## src/hdl/obc_pkg.sv

```systemverilog
// ----------------------------------------------------------------------------
// obc_pkg
// shared types and constants of the oriented box overlap pipeline
// ----------------------------------------------------------------------------
package obc_pkg;

  localparam int unsigned TrigFracBits = 14;
  localparam int unsigned TrigFracMax  = 20;

  // centre difference, projections and radii
  localparam int unsigned DxW   = 24 + TrigFracMax + 4;
  localparam int unsigned AxW   = 17;
  localparam int unsigned DotW  = 36;
  localparam int unsigned MagW  = DotW - 1;
  localparam int unsigned RadW  = 53;
  localparam int unsigned ExtW  = 35;
  localparam int unsigned DistW = DxW + AxW + 1;

  localparam int unsigned CfgIdxW  = 2;
  localparam int unsigned CfgDataW = 14;

  localparam logic [CfgIdxW-1:0] RegBaseToFront = 2'd0;
  localparam logic [CfgIdxW-1:0] RegBaseToBack  = 2'd1;
  localparam logic [CfgIdxW-1:0] RegCarWidth    = 2'd2;

  localparam logic [13:0] BaseToFrontRst = 14'd3800;
  localparam logic [13:0] BaseToBackRst  = 14'd1000;
  localparam logic [12:0] CarWidthRst    = 13'd1900;

  localparam logic [2:0] DecAabb     = 3'd0;
  localparam logic [2:0] DecAxisBase = 3'd1;
  localparam logic [2:0] DecNone     = 3'd5;

  typedef struct packed {
    logic [13:0] front_len;
    logic [13:0] rear_len;
    logic [12:0] car_width;
  } cfg_t;

  // dot[k]: 0 ego length, 1 ego width, 2 obstacle length, 3 obstacle width
  typedef struct packed {
    logic [15:0]                    cl;
    logic [13:0]                    cw;
    logic [15:0]                    ol;
    logic [15:0]                    ow;
    logic signed [15:0]             ec;
    logic signed [15:0]             es;
    logic signed [15:0]             oc;
    logic signed [15:0]             os;
    logic signed [23:0]             ex;
    logic signed [23:0]             ey;
    logic signed [23:0]             ox;
    logic signed [23:0]             oy;
    logic signed [31:0]             off_ec;
    logic signed [31:0]             off_es;
    logic [3:0][AxW-1:0]            nx;
    logic [3:0][AxW-1:0]            ny;
    logic [3:0][3:0][DotW-1:0]      dot;
  } s1_t;

  typedef struct packed {
    logic signed [DxW-1:0]          dx;
    logic signed [DxW-1:0]          dy;
    logic [3:0][AxW-1:0]            nx;
    logic [3:0][AxW-1:0]            ny;
    logic [3:0][RadW-1:0]           rsum;
    logic [ExtW-1:0]                extx;
    logic [ExtW-1:0]                exty;
  } s2_t;

  typedef struct packed {
    logic [3:0][DistW-1:0]          proj;
    logic [3:0][RadW-1:0]           rsum;
    logic                           aabb_sep;
  } s3_t;

endpackage

```

## src/hdl/obc_if.sv

```systemverilog


interface obc_out_if;
  logic       valid;
  logic       ready;
  logic       collision;
  logic [2:0] decided_by;

  modport source (output valid, collision, decided_by, input ready);
  modport sink   (input valid, collision, decided_by, output ready);
endinterface

```

## src/hdl/obc_decide.sv

```systemverilog
// ----------------------------------------------------------------------------
// obc_decide
// stage 4: first separating test wins, result register
// ----------------------------------------------------------------------------
module obc_decide (
  input  logic         clk_i,
  input  logic         rst_ni,
  input  logic         valid_i,
  output logic         ready_o,
  input  obc_pkg::s3_t data_i,
  obc_out_if.source    out_o
);

  localparam int unsigned DistW = obc_pkg::DistW;

  logic       valid_q;
  logic [2:0] dec_d, dec_q;

  assign ready_o          = !valid_q || out_o.ready;
  assign out_o.valid      = valid_q;
  assign out_o.decided_by = dec_q;
  assign out_o.collision  = (dec_q == obc_pkg::DecNone);

  always_comb begin
    dec_d = obc_pkg::DecNone;
    for (int k = 3; k >= 0; k--) begin
      if (data_i.proj[k] > DistW'(data_i.rsum[k])) begin
        dec_d = obc_pkg::DecAxisBase + 3'(k);
      end
    end
    if (data_i.aabb_sep) begin
      dec_d = obc_pkg::DecAabb;
    end
  end

  always_ff @(posedge clk_i or negedge rst_ni) begin
    if (!rst_ni) begin
      valid_q <= 1'b0;
    end else if (ready_o) begin
      valid_q <= valid_i;
    end
  end

  always_ff @(posedge clk_i) begin
    if (ready_o && valid_i) begin
      dec_q <= dec_d;
    end
  end

endmodule
```

## src/flat_wrapper.sv

```systemverilog
// flat-port wrapper written by rule: the top's interface ports become plain ports
module obc_decide_flat 
  (clk_i, rst_ni, valid_i, ready_o, data_i, out_o_valid, out_o_collision, out_o_decided_by, out_o_ready);
  obc_out_if out_o_i ();
  input  logic clk_i;
  input  logic rst_ni;
  input  logic valid_i;
  output logic ready_o;
  input  obc_pkg::s3_t data_i;
  output wire logic [$bits(out_o_i.valid)-1:0] out_o_valid;
  output wire logic [$bits(out_o_i.collision)-1:0] out_o_collision;
  output wire logic [$bits(out_o_i.decided_by)-1:0] out_o_decided_by;
  input wire logic [$bits(out_o_i.ready)-1:0] out_o_ready;
  assign out_o_valid = out_o_i.valid;
  assign out_o_collision = out_o_i.collision;
  assign out_o_decided_by = out_o_i.decided_by;
  assign out_o_i.ready = out_o_ready;
  obc_decide u_core (.clk_i(clk_i), .rst_ni(rst_ni), .valid_i(valid_i), .ready_o(ready_o), .data_i(data_i), .out_o(out_o_i));
endmodule
```

## config.mk

```make
export PLATFORM = sky130hd
export DESIGN_NAME = obc_decide_flat
export DESIGN_NICKNAME = d
export VERILOG_FILES = /design/src/hdl/obc_pkg.sv /design/src/hdl/obc_if.sv /design/src/hdl/obc_decide.sv /design/src/flat_wrapper.sv
export SDC_FILE = /design/constraint.sdc
export NUM_CORES = 1
export LEC_CHECK = 0
export BUFFER_PORTS_ARGS = -buffer_cell sky130_fd_sc_hd__buf_2
export CAP_MARGIN = 30
export CORE_AREA = 2 2 189 191
export CTS_BUF_LIST = sky130_fd_sc_hd__clkbuf_4
export CTS_CLUSTER_SIZE = 30
export DETAILED_ROUTE_END_ITERATION = 16
export DIE_AREA = 0 0 191 193
export REMOVE_ABC_BUFFERS = 1
export SYNTH_ARGS = -nofsm -noshare
export SYNTH_HDL_FRONTEND = slang
export SYNTH_SLANG_ARGS = --single-unit
```

## constraint.sdc

```tcl
create_clock -name clk_i -period 1 [get_ports clk_i]
set_input_delay 0.1 -clock clk_i [delete_from_list [all_inputs] [get_ports clk_i]]
set_output_delay 0.1 -clock clk_i [all_outputs]
set_load 0.05 [all_outputs]
```

==> impl_metrics.json <==
{
  "period_share": 2.28,
  "grt_max_degree": 5,
  "dieArea_um2": 36900,
  "grt_pass1_wl_um": 39300,
  "drtAntennaViolNets": 0,
  "final_cell_mix": "buf_2, inv_1, ha_1",
  "antenna_found_initial": 7,
  "die_x_um": 191,
  "clock_skew_ps": 0.840,
  "fin_nets": 2083,
  "synthDistinctLibCells": 44,
  "vias": 7768,
  "crit_path_max_fanout": 3,
  "synthesis.instances": 813,
  "finalCoreUtilization": 0.292,
  "vdd_drop_max_uv": 181,
  "yosysSeqAreaShare": 0.0202,
  "htreeDepth": 1,
  "std_cell_rows": 69,
  "setup_viol": 7,
  "syn_area_per_cell_um2": 7.01,
  "cts_buffer_depth": 2,
  "cp-start-kind": "primary input",
  "initial_utilization": 0.163,
  "p_per_area_nw_per_um2": 406,
  "layout_commonest_cell": "buf_2",
  "ys_seq_elements": 4,
  "report.final.slew_viol_count": 0,
  "drive_gt1_frac": 0.472,
  "io_pins": 487,
  "grt.total_usage": 0.137,
  "synth_area_um2": 5700,
  "die_h_um": 193,
  "grt_pass1_vias": 7950,
  "rsz0062_at_grt": "true",
  "nFillCells": 3815,
  "insertion_delay_ps": 240,
  "finalWeightedCongestion": 0.896,
  "area_delta_synth_final_pct": 79.4,
  "status": "finished, violations left",
  "wl_um": 26900,
  "hold_violations": 0,
  "grt_overflow": 0,
  "place_hpwl_um": 24800,
  "worstPathArrival_ps": 2260,
  "cts_tree": "done",
  "core_area_um2": 35000,
  "cts.sinks": 4,
  "crit_type": "primary input to flip-flop",
  "async_reset_ff_frac": 0.250,
  "clk_pin_slew_ps": 40,
  "clock.fmax_mhz": 438,
  "synth_top_area_cell": "ha_1",
  "drt_iter0_drc": 185,
  "cts_buffers": 3,
  "relSlewSlack": 0.720,
  "yosys_warnings": 0,
  "yosys.area.top_type_share": 0.466,
  "period_minus_slack_ps": 2280,
  "cellLeakagePower_uw": 0.00595,
  "port_buffers": 486,
  "wl_per_cell_um": 14.5,
  "worstHoldPathType": "primary input to flip-flop",
  "crit_required_ps": 980,
  "synth_edf_count": 3,
  "synth_ff_type": "edfxtp_1",
  "placed_cells": 1834,
  "drc": 0,
  "maxCapViolCount": 0,
  "cts_root_buf": "clkbuf_4",
  "final.setup.tns_ps": -4110,
  "worst_pin_slew_ps": 419,
  "instances_no_fill": 1855,
  "violations": "setup timing",
  "power_uw": 4150,
  "critPathCaptureType": "flip-flop",
  "vias_per_cell": 4.19,
  "dr.pass1.iters": 4,
  "worst_slack_ps": -1280,
  "synth_area_leaders": "ha_1, inv_1, a21oi_1"
}
## through the flow
step / worst slack, ps / hold WS (ps) / instance area [µm²]
final: -1280 / 71.4 / 10200
after global placement: -1840 / -123 / 9290
after floorplan: -1310 / -196 / 5700
after CTS: -1320 / 62.1 / 9940
after detailed placement: -1900 / -121 / 9290
after global routing: -1390 / 96.4 / 10200
## kinds of logic after synthesis
family          after synthesis  synth area share
buf+inv                     220             0.145
fa+ha+maj                   212             0.466
simple gates                204             0.187
compound gates              172             0.181
flops                         4            0.0202
mux                           1           0.00198
## cell usage after synthesis (all sizes together) (2+ instances only)
cell type	number
nor2b	3
and4	6
a41oi	3
nand4	38
or4	5
nor3	15
and2	4
a221oi	6
ha	212
a211o	2
a2bb2oi	2
o211ai	4
a22oi	2
a211oi	7
or4b	2
or3	2
inv	220
a21o	19
a2111oi	2
a21oi	80
a31oi	3
nand2	61
o21ai	33
nor2	21
nand3	22
and3	5
nand2b	3
edfxtp	3
nand3b	2
nor4	13
## layout make-up
type | instances | area (µm²) | share of cell area
multi-input combinational | 589 | 5310 | 0.520
sequential | 4 | 115 | 0.0113
tap | 461 | 577 | 0.0564
antenna | 5 | 12.5 | 0.00122
timing repair buffer | 572 | 3340 | 0.327
inverter | 220 | 831 | 0.0813
clock buffer | 4 | 30.0 | 0.00294
## per-layer routing
| metal | GRT usage | part of all wire |
|---|---|---|
| met2 | 0.254 | 0.50 |
| met3 | 0.0262 | 0.067 |
| met5 | 0 | 0.0010 |
| met4 | 0.0564 | 0.032 |
| met1 | 0.153 | 0.40 |
## critical path, cell delays in order
cell     delay, ps
buf_2           90
inv_2           40
ha_4           250
nand4_1        110
or4_4          560
or4b_4         580
o22ai_2        190
nor4_2          60
o21ai_2        170
a41oi_2        110
## path summary, 6_finish.rpt
kind | start | end | slack, ps | cells after the start
worst max register to register | u_core.out_o.valid | u_core.out_o.decided_by[2] | 60 | 2
min in group asynchronous | rst_ni | u_core.out_o.valid | 210 | 2
worst max-delay path | data_i[180] | u_core.out_o.decided_by[0] | -1280 | 10
max in group asynchronous | rst_ni | u_core.out_o.valid | 700 | 2
worst min-delay path | valid_i | u_core.out_o.valid | 70 | 2
worst min register to register | u_core.out_o.valid | u_core.out_o.valid | 650 | 3
## sequential cells by signal, indices dropped and copies added (netlist names)
register / cells
u_core.out_o.decided_by: 3
u_core.out_o.valid: 1
## where the power goes
part | switching [µW] | internal (µW)
clock network | 80.3 | 178
logic | 1680 | 2010
registers | 9.21 | 189
## repair_timing
action	in CTS	in global routing
cloned	0	0
endpoints found under the hold margin	1	0
setup buffers	7	5
hold buffers	1	0
pin swaps	36	21
gates resized for setup	95	39
setup endpoints to repair	9	8
Note: power is estimated with default switching activity, not from simulation.
